--- config.mk ---
export PLATFORM = sky130hd
export DESIGN_NAME = stepper_shutter_controller
export DESIGN_NICKNAME = d
export VERILOG_FILES = /design/src/sv/ssc_pkg.sv /design/src/sv/ssc_cfg.sv /design/src/sv/ssc_in_stage.sv /design/src/sv/ssc_core.sv /design/src/sv/stepper_shutter_controller.sv
export SDC_FILE = /design/constraint.sdc
export NUM_CORES = 1
export LEC_CHECK = 0
export ABC_AREA = 1
export BUFFER_PORTS_ARGS = -buffer_cell sky130_fd_sc_hd__buf_2
export CAP_MARGIN = 20
export CORE_MARGIN = 2
export CORE_UTILIZATION = 50
export CTS_CLUSTER_DIAMETER = 120
export DETAILED_ROUTE_END_ITERATION = 8
export PLACE_DENSITY = 0.67
export RECOVER_POWER = 50
export SYNTH_ARGS = -nofsm -noshare
export SYNTH_HDL_FRONTEND = slang
export SYNTH_HIERARCHICAL = 1
export SYNTH_SLANG_ARGS = --single-unit
--- constraint.sdc ---
create_clock -name i_clk -period 7.1 [get_ports i_clk]
set_input_delay 0.71 -clock i_clk [delete_from_list [all_inputs] [get_ports i_clk]]
set_output_delay 0.71 -clock i_clk [all_outputs]
set_load 0.03 [all_outputs]
--- src/sv/ssc_pkg.sv ---
// Package for the stepper shutter controller: types, codes and constants.
// Used by every module of the block; no dependencies.
package ssc_pkg;

    localparam int DIST_W     = 12;
    localparam int SPM_W      = 10;
    localparam int DEB_W      = 4;
    localparam int PROD_W     = SPM_W + DIST_W;
    localparam int CFG_IDX_W  = 2;
    localparam int CFG_DATA_W = 12;

    localparam logic [SPM_W-1:0]  SPM_RESET    = 10'd80;
    localparam logic [DIST_W-1:0] TRAVEL_RESET = 12'd500;
    localparam logic [DEB_W-1:0]  DEB_RESET    = 4'd3;
    localparam logic [DEB_W-1:0]  HIT_MAX      = 4'd15;

    typedef enum logic [1:0] {
        OP_TICK  = 2'd0,
        OP_HOME  = 2'd1,
        OP_OPEN  = 2'd2,
        OP_CLOSE = 2'd3
    } t_opcode;

    typedef enum logic [2:0] {
        M_INIT    = 3'd0,
        M_HOMING  = 3'd1,
        M_CLOSED  = 3'd2,
        M_OPENING = 3'd3,
        M_OPEN    = 3'd4,
        M_CLOSING = 3'd5,
        M_FAULT   = 3'd6
    } t_mode;

    typedef enum logic [3:0] {
        C_NONE         = 4'd0,
        C_HOME_CMD     = 4'd1,
        C_OPEN_CMD     = 4'd2,
        C_CLOSE_CMD    = 4'd3,
        C_SOFT_LIMIT   = 4'd4,
        C_HOME_OK      = 4'd5,
        C_HOME_TIMEOUT = 4'd6,
        C_HIT_OPEN     = 4'd7,
        C_TARGET       = 4'd8,
        C_HIT_CLOSED   = 4'd9
    } t_cause;

    typedef enum logic [CFG_IDX_W-1:0] {
        REG_STEP_SCALE      = 2'd0,
        REG_TRAVEL_LIMIT_MM = 2'd1,
        REG_DEBOUNCE_READS  = 2'd2
    } t_reg_index;

    typedef struct packed {
        logic [SPM_W-1:0]  step_scale;
        logic [DIST_W-1:0] travel_limit_mm;
        logic [DEB_W-1:0]  debounce_reads;
    } t_cfg;

    typedef struct packed {
        t_opcode           opcode;
        logic [DIST_W-1:0] distance_mm;
        logic              open_switch;
        logic              closed_switch;
    } t_item;

    typedef struct packed {
        t_cause cause;
        logic   direction_open;
        logic   motor_enable;
        logic   step_pulse;
        t_mode  mode;
    } t_result;

    // Clamp a millimetre-to-step product to the all-ones value of a count of bits.
    function automatic logic [31:0] sat_steps(input logic [PROD_W-1:0] p, input int bits);
        logic [32:0] cmax;
        cmax = (33'd1 << bits) - 33'd1;
        return (33'(p) > cmax) ? cmax[31:0] : 32'(p);
    endfunction

endpackage

--- src/sv/ssc_cfg.sv ---
// Configuration registers of the shutter controller and the registered soft-limit step count.
// Depends on ssc_pkg.
module ssc_cfg #(
    parameter int STEP_COUNT_BITS = 23
) (
    input  logic                             i_clk,
    input  logic                             i_rst_n,
    input  logic                             i_wr,
    input  logic [ssc_pkg::CFG_IDX_W-1:0]    i_index,
    input  logic [ssc_pkg::CFG_DATA_W-1:0]   i_data,
    output ssc_pkg::t_cfg                    o_cfg,
    output logic [STEP_COUNT_BITS-1:0]       o_limit_steps
);

    ssc_pkg::t_cfg               r_cfg;
    logic [STEP_COUNT_BITS-1:0]  r_limit_steps;
    logic [ssc_pkg::PROD_W-1:0]  w_prod;

    always_ff @(posedge i_clk) begin
        if (!i_rst_n) begin
            r_cfg.step_scale      <= ssc_pkg::SPM_RESET;
            r_cfg.travel_limit_mm <= ssc_pkg::TRAVEL_RESET;
            r_cfg.debounce_reads  <= ssc_pkg::DEB_RESET;
        end else if (i_wr) begin
            unique case (i_index)
                ssc_pkg::REG_STEP_SCALE:
                    r_cfg.step_scale <= i_data[ssc_pkg::SPM_W-1:0];
                ssc_pkg::REG_TRAVEL_LIMIT_MM:
                    r_cfg.travel_limit_mm <= i_data[ssc_pkg::DIST_W-1:0];
                ssc_pkg::REG_DEBOUNCE_READS:
                    r_cfg.debounce_reads <= i_data[ssc_pkg::DEB_W-1:0];
                default: begin
                end
            endcase
        end
    end

    assign w_prod = ssc_pkg::PROD_W'(r_cfg.travel_limit_mm)
                  * ssc_pkg::PROD_W'(r_cfg.step_scale);

    always_ff @(posedge i_clk) begin
        r_limit_steps <= STEP_COUNT_BITS'(ssc_pkg::sat_steps(w_prod, STEP_COUNT_BITS));
    end

    assign o_cfg         = r_cfg;
    assign o_limit_steps = r_limit_steps;

endmodule

--- src/sv/ssc_in_stage.sv ---
// Input register of the shutter controller: holds one accepted item and its distance in steps.
// Depends on ssc_pkg.
module ssc_in_stage #(
    parameter int STEP_COUNT_BITS = 23
) (
    input  logic                             i_clk,
    input  logic                             i_rst_n,
    input  logic                             i_valid,
    output logic                             o_ready,
    input  ssc_pkg::t_item                   i_item,
    input  logic [ssc_pkg::SPM_W-1:0]        i_step_scale,
    input  logic                             i_advance,
    output logic                             o_valid,
    output ssc_pkg::t_item                   o_item,
    output logic [STEP_COUNT_BITS-1:0]       o_dist_steps
);

    logic                        r_valid;
    ssc_pkg::t_item              r_item;
    logic [STEP_COUNT_BITS-1:0]  r_dist_steps;
    logic [ssc_pkg::PROD_W-1:0]  w_prod;
    logic                        w_take;

    assign o_ready = !r_valid || i_advance;
    assign w_take  = i_valid && o_ready;
    assign w_prod  = ssc_pkg::PROD_W'(i_item.distance_mm) * ssc_pkg::PROD_W'(i_step_scale);

    always_ff @(posedge i_clk) begin
        if (!i_rst_n) begin
            r_valid <= 1'b0;
        end else if (o_ready) begin
            r_valid <= i_valid;
        end
    end

    always_ff @(posedge i_clk) begin
        if (w_take) begin
            r_item       <= i_item;
            r_dist_steps <= STEP_COUNT_BITS'(ssc_pkg::sat_steps(w_prod, STEP_COUNT_BITS));
        end
    end

    assign o_valid      = r_valid;
    assign o_item       = r_item;
    assign o_dist_steps = r_dist_steps;

endmodule

--- src/sv/ssc_core.sv ---
// Mode controller of the shutter: state registers, debounce, step count and result register.
// Depends on ssc_pkg.
module ssc_core #(
    parameter int STEP_COUNT_BITS = 23
) (
    input  logic                             i_clk,
    input  logic                             i_rst_n,
    input  logic                             i_valid,
    input  ssc_pkg::t_item                   i_item,
    input  logic [STEP_COUNT_BITS-1:0]       i_dist_steps,
    input  ssc_pkg::t_cfg                    i_cfg,
    input  logic [STEP_COUNT_BITS-1:0]       i_limit_steps,
    output logic                             o_advance,
    output logic                             o_valid,
    input  logic                             i_ready,
    output ssc_pkg::t_result                 o_result
);

    localparam logic [STEP_COUNT_BITS-1:0] COUNT_MAX = '1;

    ssc_pkg::t_mode              r_mode, n_mode;
    logic [STEP_COUNT_BITS-1:0]  r_steps, n_steps;
    logic [STEP_COUNT_BITS-1:0]  r_target, n_target;
    logic [ssc_pkg::DEB_W-1:0]   r_open_hits, n_open_hits;
    logic [ssc_pkg::DEB_W-1:0]   r_closed_hits, n_closed_hits;
    logic                        r_enable, n_enable;
    logic                        r_dir, n_dir;
    logic                        r_out_valid;
    ssc_pkg::t_result            r_result, n_result;

    logic [STEP_COUNT_BITS-1:0]  w_steps_inc;
    logic [ssc_pkg::DEB_W-1:0]   w_open_f, w_closed_f;
    logic                        w_open_hit, w_closed_hit;
    logic                        w_over;
    logic                        w_fire;
    ssc_pkg::t_cause             w_cause;
    logic                        w_pulse;

    assign o_advance = !r_out_valid || i_ready;
    assign w_fire    = i_valid && o_advance;

    assign w_steps_inc = (r_steps == COUNT_MAX) ? r_steps : r_steps + 1'b1;

    assign w_open_f  = !i_item.open_switch ? '0 :
                       (r_open_hits < ssc_pkg::HIT_MAX) ? r_open_hits + 1'b1 : r_open_hits;
    assign w_closed_f = !i_item.closed_switch ? '0 :
                       (r_closed_hits < ssc_pkg::HIT_MAX) ? r_closed_hits + 1'b1 : r_closed_hits;
    assign w_open_hit   = i_item.open_switch && (w_open_f >= i_cfg.debounce_reads);
    assign w_closed_hit = i_item.closed_switch && (w_closed_f >= i_cfg.debounce_reads);

    assign w_over = i_item.distance_mm > i_cfg.travel_limit_mm;

    always_comb begin
        n_mode        = r_mode;
        n_steps       = r_steps;
        n_target      = r_target;
        n_open_hits   = r_open_hits;
        n_closed_hits = r_closed_hits;
        n_enable      = r_enable;
        n_dir         = r_dir;
        w_cause       = ssc_pkg::C_NONE;
        w_pulse       = 1'b0;
        unique case (i_item.opcode)
            ssc_pkg::OP_HOME: begin
                n_steps       = '0;
                n_target      = i_limit_steps;
                n_closed_hits = '0;
                n_enable      = 1'b1;
                n_dir         = 1'b0;
                n_mode        = ssc_pkg::M_HOMING;
                w_cause       = ssc_pkg::C_HOME_CMD;
            end
            ssc_pkg::OP_OPEN, ssc_pkg::OP_CLOSE: begin
                if (w_over) begin
                    n_mode  = ssc_pkg::M_FAULT;
                    w_cause = ssc_pkg::C_SOFT_LIMIT;
                end else begin
                    n_steps  = '0;
                    n_target = i_dist_steps;
                    n_enable = 1'b1;
                    if (i_item.opcode == ssc_pkg::OP_OPEN) begin
                        n_open_hits = '0;
                        n_dir       = 1'b1;
                        n_mode      = ssc_pkg::M_OPENING;
                        w_cause     = ssc_pkg::C_OPEN_CMD;
                    end else begin
                        n_closed_hits = '0;
                        n_dir         = 1'b0;
                        n_mode        = ssc_pkg::M_CLOSING;
                        w_cause       = ssc_pkg::C_CLOSE_CMD;
                    end
                end
            end
            ssc_pkg::OP_TICK: begin
                unique case (r_mode)
                    ssc_pkg::M_HOMING: begin
                        w_pulse       = 1'b1;
                        n_steps       = w_steps_inc;
                        n_closed_hits = w_closed_f;
                        if (w_closed_hit) begin
                            n_enable = 1'b0;
                            n_mode   = ssc_pkg::M_CLOSED;
                            w_cause  = ssc_pkg::C_HOME_OK;
                        end else if (w_steps_inc >= r_target) begin
                            n_enable = 1'b0;
                            n_mode   = ssc_pkg::M_FAULT;
                            w_cause  = ssc_pkg::C_HOME_TIMEOUT;
                        end
                    end
                    ssc_pkg::M_OPENING: begin
                        w_pulse     = 1'b1;
                        n_steps     = w_steps_inc;
                        n_open_hits = w_open_f;
                        if (w_open_hit) begin
                            n_enable = 1'b0;
                            n_mode   = ssc_pkg::M_OPEN;
                            w_cause  = ssc_pkg::C_HIT_OPEN;
                        end else if (w_steps_inc >= r_target) begin
                            n_enable = 1'b0;
                            n_mode   = ssc_pkg::M_OPEN;
                            w_cause  = ssc_pkg::C_TARGET;
                        end else if (w_steps_inc >= i_limit_steps) begin
                            n_enable = 1'b0;
                            n_mode   = ssc_pkg::M_FAULT;
                            w_cause  = ssc_pkg::C_SOFT_LIMIT;
                        end
                    end
                    ssc_pkg::M_CLOSING: begin
                        w_pulse       = 1'b1;
                        n_steps       = w_steps_inc;
                        n_closed_hits = w_closed_f;
                        if (w_closed_hit) begin
                            n_enable = 1'b0;
                            n_mode   = ssc_pkg::M_CLOSED;
                            w_cause  = ssc_pkg::C_HIT_CLOSED;
                        end else if (w_steps_inc >= r_target) begin
                            n_enable = 1'b0;
                            n_mode   = ssc_pkg::M_CLOSED;
                            w_cause  = ssc_pkg::C_TARGET;
                        end else if (w_steps_inc >= i_limit_steps) begin
                            n_enable = 1'b0;
                            n_mode   = ssc_pkg::M_FAULT;
                            w_cause  = ssc_pkg::C_SOFT_LIMIT;
                        end
                    end
                    default: begin
                    end
                endcase
            end
            default: begin
            end
        endcase

        n_result.mode           = n_mode;
        n_result.step_pulse     = w_pulse;
        n_result.motor_enable   = n_enable;
        n_result.direction_open = n_dir;
        n_result.cause          = (n_mode == r_mode) ? ssc_pkg::C_NONE : w_cause;
    end

    always_ff @(posedge i_clk) begin
        if (!i_rst_n) begin
            r_mode        <= ssc_pkg::M_INIT;
            r_steps       <= '0;
            r_target      <= '0;
            r_open_hits   <= '0;
            r_closed_hits <= '0;
            r_enable      <= 1'b0;
            r_dir         <= 1'b0;
            r_out_valid   <= 1'b0;
        end else begin
            if (o_advance) begin
                r_out_valid <= i_valid;
            end
            if (w_fire) begin
                r_mode        <= n_mode;
                r_steps       <= n_steps;
                r_target      <= n_target;
                r_open_hits   <= n_open_hits;
                r_closed_hits <= n_closed_hits;
                r_enable      <= n_enable;
                r_dir         <= n_dir;
            end
        end
    end

    always_ff @(posedge i_clk) begin
        if (w_fire) begin
            r_result <= n_result;
        end
    end

    assign o_valid  = r_out_valid;
    assign o_result = r_result;

endmodule

--- src/sv/stepper_shutter_controller.sv ---
// Stepper shutter controller, top level.
// Instantiates ssc_cfg, ssc_in_stage and ssc_core; depends on ssc_pkg.
//
// Usage:
//   Commands and ticks arrive on the s_axis channel (tuser = opcode, tdata = distance and
//   the two raw limit-switch levels). Every item yields exactly one result on m_axis:
//   mode after the item, step pulse, motor enable, direction and the cause of a mode change.
//   Registers are written through the cfg channel (index, data), which is always ready;
//   write them only while no item is in flight.
// Pipeline and throughput:
//   An item that transfers waits in the input register, where the distance is scaled to
//   steps; the mode logic's outcome is then loaded into the result register, which drives
//   m_axis. One item per cycle is sustained while m_axis_tready stays high. The soft-limit
//   step count is registered from the travel and scale registers after either is written.
// Reset:
//   Registers return to 80 steps/mm, 500 mm travel, 3 debounce reads; mode goes to init,
//   counts clear, motor disabled, direction toward closed, both stages empty.
// Stall:
//   While m_axis_tready is low the result holds, and the input register still takes one
//   more item; s_axis_tready drops once both stages are full.
module stepper_shutter_controller #(
    parameter int STEP_COUNT_BITS = 23
) (
    input  logic                            i_clk,
    input  logic                            i_rst_n,
    input  logic                            s_axis_tvalid,
    output logic                            s_axis_tready,
    // distance_mm[11:0], open_switch, closed_switch
    input  logic [15:0]                     s_axis_tdata,
    input  logic [1:0]                      s_axis_tuser,  // opcode
    output logic                            m_axis_tvalid,
    input  logic                            m_axis_tready,
    output logic [15:0]                     m_axis_tdata,  // mode[2:0], step_pulse, motor_enable,
                                                           // direction_open, cause[3:0]
    input  logic                            i_cfg_valid,
    output logic                            o_cfg_ready,
    input  logic [ssc_pkg::CFG_IDX_W-1:0]   i_cfg_index,
    input  logic [ssc_pkg::CFG_DATA_W-1:0]  i_cfg_data
);

    ssc_pkg::t_cfg               w_cfg;
    logic [STEP_COUNT_BITS-1:0]  w_limit_steps;
    ssc_pkg::t_item              w_in_item;
    ssc_pkg::t_item              w_item;
    logic                        w_item_valid;
    logic [STEP_COUNT_BITS-1:0]  w_dist_steps;
    logic                        w_advance;
    ssc_pkg::t_result            w_result;

    assign o_cfg_ready = 1'b1;

    assign w_in_item.opcode        = ssc_pkg::t_opcode'(s_axis_tuser);
    assign w_in_item.distance_mm   = s_axis_tdata[11:0];
    assign w_in_item.open_switch   = s_axis_tdata[12];
    assign w_in_item.closed_switch = s_axis_tdata[13];

    ssc_cfg #(
        .STEP_COUNT_BITS (STEP_COUNT_BITS)
    ) u_cfg (
        .i_clk         (i_clk),
        .i_rst_n       (i_rst_n),
        .i_wr          (i_cfg_valid && o_cfg_ready),
        .i_index       (i_cfg_index),
        .i_data        (i_cfg_data),
        .o_cfg         (w_cfg),
        .o_limit_steps (w_limit_steps)
    );

    ssc_in_stage #(
        .STEP_COUNT_BITS (STEP_COUNT_BITS)
    ) u_in_stage (
        .i_clk          (i_clk),
        .i_rst_n        (i_rst_n),
        .i_valid        (s_axis_tvalid),
        .o_ready        (s_axis_tready),
        .i_item         (w_in_item),
        .i_step_scale   (w_cfg.step_scale),
        .i_advance      (w_advance),
        .o_valid        (w_item_valid),
        .o_item         (w_item),
        .o_dist_steps   (w_dist_steps)
    );

    ssc_core #(
        .STEP_COUNT_BITS (STEP_COUNT_BITS)
    ) u_core (
        .i_clk         (i_clk),
        .i_rst_n       (i_rst_n),
        .i_valid       (w_item_valid),
        .i_item        (w_item),
        .i_dist_steps  (w_dist_steps),
        .i_cfg         (w_cfg),
        .i_limit_steps (w_limit_steps),
        .o_advance     (w_advance),
        .o_valid       (m_axis_tvalid),
        .i_ready       (m_axis_tready),
        .o_result      (w_result)
    );

    assign m_axis_tdata = {6'd0, w_result.cause, w_result.direction_open,
                           w_result.motor_enable, w_result.step_pulse, w_result.mode};

    a_rest_disabled: assert property (@(posedge i_clk) disable iff (!i_rst_n)
        m_axis_tvalid && (w_result.mode == ssc_pkg::M_CLOSED || w_result.mode == ssc_pkg::M_OPEN)
        |-> !w_result.motor_enable)
        else $error("motor enabled in a rest mode");

    a_home_cmd: assert property (@(posedge i_clk) disable iff (!i_rst_n)
        m_axis_tvalid && w_result.cause == ssc_pkg::C_HOME_CMD
        |-> w_result.mode == ssc_pkg::M_HOMING && w_result.motor_enable
            && !w_result.direction_open && !w_result.step_pulse)
        else $error("home command result inconsistent");

    a_backpressure: assert property (@(posedge i_clk) disable iff (!i_rst_n)
        !s_axis_tready |-> m_axis_tvalid && !m_axis_tready && w_item_valid)
        else $error("input stalled while pipeline can move");

endmodule

==> Word-level counts from Yosys, hierarchy flattened <==
Index checks and enable logic that the tools add are counted.
{ "totals": {"ram_bits": 0, "reg_bits": 157, "memories": 0, "output_inout_bits": 19, "elab_cells": 125, "inputBits": 37, "mem_bits_ro": 0, "latchBits": 0} }
{ "op_classes": {"add_sub_neg": 3, "div_mod_pow": 0, "shifts": 0, "n_bitwise": 0, "n_reduce_logical": 22, "eq_ne": 16, "magnitude_cmp": 7, "muxes": 52, "mul": 2} }
{ "op_table": {"columns": ["op", "n"], "rows": [
  ["$mux 23", 4],
  ["$pmux 23 s3", 1],
  ["$mux 4", 15],
  ["$pmux 23 s2", 1],
  ["$mul 12x10->22", 2],
  ["$pmux 4 s3", 3],
  ["$mux 3", 11],
  ["$add 23x1->23 const B", 1],
  ["$eq 23x23->1 const B", 1],
  ["$ge 23x22->1", 1],
  ["$ge 23x23->1", 1],
  ["$pmux 3 s3", 2],
  ["$gt 12x12->1", 1],
  ["$mux 1", 11],
  ["$ne 2x2->1 const B", 5],
  ["$add 4x1->4 const B", 2],
  ["$ge 4x4->1", 2],
  ["$lt 4x4->1 const B", 2],
  ["$pmux 4 s2", 1],
  ["$eq 2x2->1 const B", 3],
  ["$pmux 1 s3", 2],
  ["$reduce_and 2->1", 3],
  ["$reduce_and 3->1", 2],
  ["$reduce_and 5->1", 1],
  ["15 further kinds", 24]
]} }

==> Logic depth before layout (Yosys ltp) <==
{ "depth": {"depth_word": 9, "mapped_depth": 31, "mapped_depth_nobuf": 31} }

==> Modules after synthesis <==
The synthesis kept the hierarchy.
{ "modules_own_cells": {"columns": ["mod", "seq_area_each_um2", "cells_per_inst", "instances", "area_each_um2"], "rows": [
  ["ssc_cfg", 960.9, 766, 1, 5679.2],
  ["ssc_core", 1501.4, 817, 1, 5642.9],
  ["ssc_in_stage", 1161.1, 677, 1, 5525.3],
  ["stepper_shutter_controller", 0.0, 9, 1, 60.1]
]} }

==> Worst setup path after synthesis <==
OpenSTA, ideal clock, no wires.
{ "synth_path": {"kind": "input -> register", "from": "input s_axis_tdata[7]", "to": "register u_in_stage.r_dist_steps[21], in the netlist u_in_stage/o_dist_steps[21], data pin", "path_stages": 23, "setup_slack_ns": 2.164, "required_time_ns": 6.847, "setup_ns": 0.253, "arrival_time_ns": 4.683, "path_buffers": 1, "path_cell_list": "clkbuf_1 -> nand2_1 -> fa_1 -> inv_1 -> fa_1 -> inv_1 -> fa_1 -> inv_1 -> fa_1 -> inv_1 -> fa_1 -> inv_1 -> ha_1 -> nand2_2 -> inv_1 -> nand2_1 -> nand2_1 -> nand2_1 -> nand2_1 -> nand2_1 -> nand3_1 -> nand2_1 -> nand2_1"} }
{ "synth_between": {"elab_chain_len": 1} }
{ "synth_rtl": {"columns": ["item", "line_no", "rtl"], "rows": [
  ["start, declared", "stepper_shutter_controller.sv:29", "input logic [15:0] s_axis_tdata,"],
  ["$mul 12x10->22", "ssc_in_stage.sv:26", "assign w_prod = ssc_pkg::PROD_W'(i_item.distance_mm) * ssc_pkg::PROD_W'(i_step_scale);"],
  ["net u_in_stage.w_prod, one bit", "ssc_in_stage.sv:21", "logic [ssc_pkg::PROD_W-1:0] w_prod;"],
  ["end signal, assigned", "ssc_in_stage.sv:39", "r_dist_steps <= STEP_COUNT_BITS'(ssc_pkg::sat_steps(w_prod, STEP_COUNT_BITS));"],
  ["end, declared", "ssc_in_stage.sv:20", "logic [STEP_COUNT_BITS-1:0] r_dist_steps;"]
]} }
The timed path passes the listed nets, and every way through them passes these cells.
A chain may end at the register's enable or synchronous reset.

==> Final worst setup path <==
{ "layout_path": {"from": "register u_cfg.r_cfg (netlist bit u_cfg/o_cfg[19])", "to": "register u_cfg.r_limit_steps[19], in the netlist u_cfg/o_limit_steps[19]"} }
{ "layout_between": {"elab_chain_len": 1} }
{ "layout_rtl": {"columns": ["item", "line_no", "rtl"], "rows": [
  ["start, declared", "ssc_cfg.sv:15", "ssc_pkg::t_cfg r_cfg;"],
  ["$mul 12x10->22", "ssc_cfg.sv:39", "* ssc_pkg::PROD_W'(r_cfg.step_scale);"],
  ["net u_cfg.w_prod, one bit", "ssc_cfg.sv:17", "logic [ssc_pkg::PROD_W-1:0] w_prod;"],
  ["end signal, assigned", "ssc_cfg.sv:42", "r_limit_steps <= STEP_COUNT_BITS'(ssc_pkg::sat_steps(w_prod, STEP_COUNT_BITS));"],
  ["end, declared", "ssc_cfg.sv:16", "logic [STEP_COUNT_BITS-1:0] r_limit_steps;"]
]} }
The timed path passes the listed nets, and every way through them passes these cells.

==> impl_metrics.csv <==
group,metric,value,unit
cts,clk_pin_slew,0.07,ns
hold_path,hp-start,"s_axis_tdata[12]",
floorplan,die_x,187.9,um
synth,synthArstFlopShare,0,%
critical_path,r2r-end,"u_cfg/o_limit_steps[19]",
route,vias,13879,
run_status,violations,"max-capacitance violations, max-slew violations",
floorplan,core_area,0.03345,mm2
place,place.gp.congestion,0.8741,
floorplan,die_y,187.9,um
hold_path,hold_class,"primary input to flip-flop",
place,hpwlAfterDp,31690,um
cts,cts_num_sinks,157,
synth,yosys-top-cells-area,"fa_1 18%, nand2_1 14%, ha_1 14%",
synth,synth_flop_cell,"dfxtp_1",
synth,synthesis.area,0.01691,mm2
power_and_ir_drop,power_density,212.9,mW/mm2
cts,cts_buffers,17,
route,wl,40090,um
synth,synthTopCellsByCount,"623 x nand2_1, 500 x inv_1, 183 x ha_1",
sta,slew_headroom,-67.61,%
synth,syn_inst,2269,
cells_and_area,n_antenna_cell,0,
floorplan,rows,67,
critical_path,cp-start-kind,"flip-flop",
critical_path,criticalPathCategory,"flip-flop to flip-flop",
synth,ys_seq_elements,157,
cells_and_area,layout-drive-gt1-share,6.509,%
floorplan,start_util,50.55,%
critical_path,crit_required,7.43,ns
route,routed_via_density,5.071,
cts,clock_latency,0.45,ns
route,first_iter_violations,762,
global_route,antenna_found_initial,0,
synth,avgSynthCellArea,7.452,um2
sta,max_freq,189.7,MHz
cts,h-tree-depth,4,
route,final_antenna_net_count,0,
route,wire_per_inst,14.65,um
run_status,status,"finished with violations",
sta,tightest_slew,2.514,ns
floorplan,io_pins,56,
critical_path,rr_worst_depth,20,
sta,drv_slew,93,
global_route,grt_max_degree,54,
critical_path,cp.arrival,5.60,ns
route,drc,0,
hold_path,whs_endpoint,"u_in_stage/o_item[1]",
synth,ys_warn_count,6,
cts,ctsRootBufferMaster,"clkbuf_16",
global_route,grt_pass1_vias,14119,
synth,synth_edf_count,48,
sta,clock_skew,0.02220,ns
synth,ys_types,52,
cts,post_cts_buffers,0,
sta,rsz0062_at_grt,"false",
sta,fin_crit,5.273,ns
place,port_buffers,46,
sta,fin_setup_tns,0,ns
route,first_pass_iters,5,
power_and_ir_drop,ir_worst_vdd,0.1886,mV
synth,yosysTopAreaCell,"fa_1",
cells_and_area,nFillCells,3218,
cells_and_area,final_nets,2652,
critical_path,critPathMaxFanout,20,
critical_path,cp-end-kind,"flip-flop",
sta,hold_viol,0,
global_route,grt_pass1_wl,67950,um
synth,synth_most_common_cell,"nand2_1",
cts,ctsResizeCount,0,
cells_and_area,final_util,53.83,%
hold_path,hold_depth,1,
sta,setup_violations,0,
global_route,grt-ovfl-total,0,
critical_path,reg2reg_slack,1.83,ns
power_and_ir_drop,leakagePower,10.20,nW
cells_and_area,syn2layout_area_growth,6.497,%
critical_path,r2r-start,"u_cfg/o_cfg[19]",
cts,cts-hold-fix-buffers,0,
sta,min_period_over_period,74.26,%
synth,ys_seq_area_share,21.43,%
synth,synth_top_area_share,18.47,%
floorplan,die_area,0.03530,mm2
run,timing.max_cap.violations,2,
cts,clk_path_buf_depth,2,
cts,cts_tree,"done",
global_route,grt_usage,23.77,%
==> sequential cells by signal, summed over array words and instances (netlist names) <==
name                     count
u_in_stage/o_item           16
u_in_stage/o_dist_steps     22
u_core/r_mode                3
u_core/r_steps              23
u_cfg/o_cfg                 26
u_core/o_result             10
u_in_stage/o_valid           1
u_core/r_target             23
u_cfg/o_limit_steps         22
u_core/r_open_hits           4
u_core/r_enable              1
u_core/o_valid               1
u_core/r_closed_hits         4
u_core/r_dir                 1
==> placed cells by master, fill, tap and decap left out, types with 25 or more instances in the layout <==
| cell | count |
|---|---|
| clkbuf_1 | 29 |
| nand3_1 | 68 |
| o21ai_0 | 86 |
| xor2_1 | 25 |
| dfxtp_1 | 109 |
| edfxtp_1 | 48 |
| nor2_1 | 104 |
| ha_1 | 183 |
| inv_1 | 500 |
| fa_1 | 156 |
| a21oi_1 | 125 |
| nand2_1 | 623 |
==> worst max path at each step <==
stage / start / to / slack [ns] / cells after the start
4_1_cts: u_cfg/o_cfg[19] / u_cfg/o_limit_steps[19] / 1.82 / 20
3_5_place_dp: u_cfg/o_cfg[19] / u_cfg/o_limit_steps[19] / 1.84 / 20
6_report: u_cfg/o_cfg[19] / u_cfg/o_limit_steps[19] / 1.83 / 20
5_1_grt: u_cfg/o_cfg[18] / u_in_stage/o_dist_steps[20] / 1.56 / 19
3_3_place_gp: u_cfg/o_cfg[19] / u_cfg/o_limit_steps[19] / 1.90 / 20
2_1_floorplan: s_axis_tdata[7] / u_in_stage/o_dist_steps[21] / 2.16 / 23
==> cell families (layout without fill, tap and decap cells) <==
family | count (synthesis) | count (layout) | synth area share, %
AND/OR/NAND/NOR | 893 | 893 | 22.75
other | 4 | 9 | 0.08878
multiplexers | 1 | 1 | 0.05920
buffers and inverters | 589 | 604 | 13.44
adder cells (fa/ha/maj) | 339 | 339 | 32.01
XOR/XNOR | 40 | 40 | 2.338
flip-flops | 157 | 157 | 21.43
AO/OA/AOI/OAI | 246 | 246 | 7.881
==> routing by layer <==
metal	track usage (%)	routed length, um	up-vias
li1	-	-	6919
met1	29.92	18050	6633
met2	42.31	19770	280
met3	3.107	1587	47
met4	7.450	683	0
met5	0	0	-
==> critical path, stage by stage, from the launching register on <==
cell and delay (ns):
dfxtp_1 1.00, nand2_1 0.19, fa_1 0.57, inv_1 0.05, fa_1 0.49, inv_1 0.05
fa_1 0.48, inv_1 0.06, fa_1 0.54, inv_1 0.06, fa_1 0.52, inv_1 0.04
ha_1 0.35, nand2_1 0.09, nand2_1 0.09, a21oi_1 0.20, nand3_2 0.12, nand2_1 0.10
nand2_1 0.05, nand2_1 0.05, nand2_1 0.05
==> where the power goes <==
| group | internal (W) | leakage (nW) | switching [W] |
|---|---|---|---|
| clock network | 0.000473 | 0.282 | 0.000427 |
| logic | 0.000645 | 8.56 | 0.00114 |
| registers | 0.00107 | 1.36 | 0.0000744 |
==> per-stage QoR <==
| stage | area (um2) | setup slack (ns) | total power (W) | instances | hold WS, ns |
|---|---|---|---|---|---|
| finish | 18010 | 1.827 | 0.003833 | 2737 | 0.4449 |
| floorplan | 16930 | 2.164 | 0.002531 | 2274 | 0.4418 |
| CTS | 18050 | 1.817 | 0.003873 | 2737 | 0.4157 |
| detailed placement | 17490 | 1.844 | 0.002947 | 2705 | 0.4679 |
| global placement | 17490 | 1.896 | 0.002914 | 2705 | 0.4660 |
| global route | 18010 | 1.557 | 0.004192 | 2737 | 0.4274 |
==> final cells by class <==
cell class                      count  area, um2  share of cell area (%)
Clock buffer                       19      442.9                   2.460
Clock inverter                     13      118.9                  0.6601
Inverter                          511       1918                   10.65
Multi-Input combinational cell   1528      11040                   61.32
Sequential cell                   157       3623                   20.12
Tap cell                          448      560.5                   3.113
Timing Repair Buffer               61      300.3                   1.668
(Power assumes the default switching activity.)
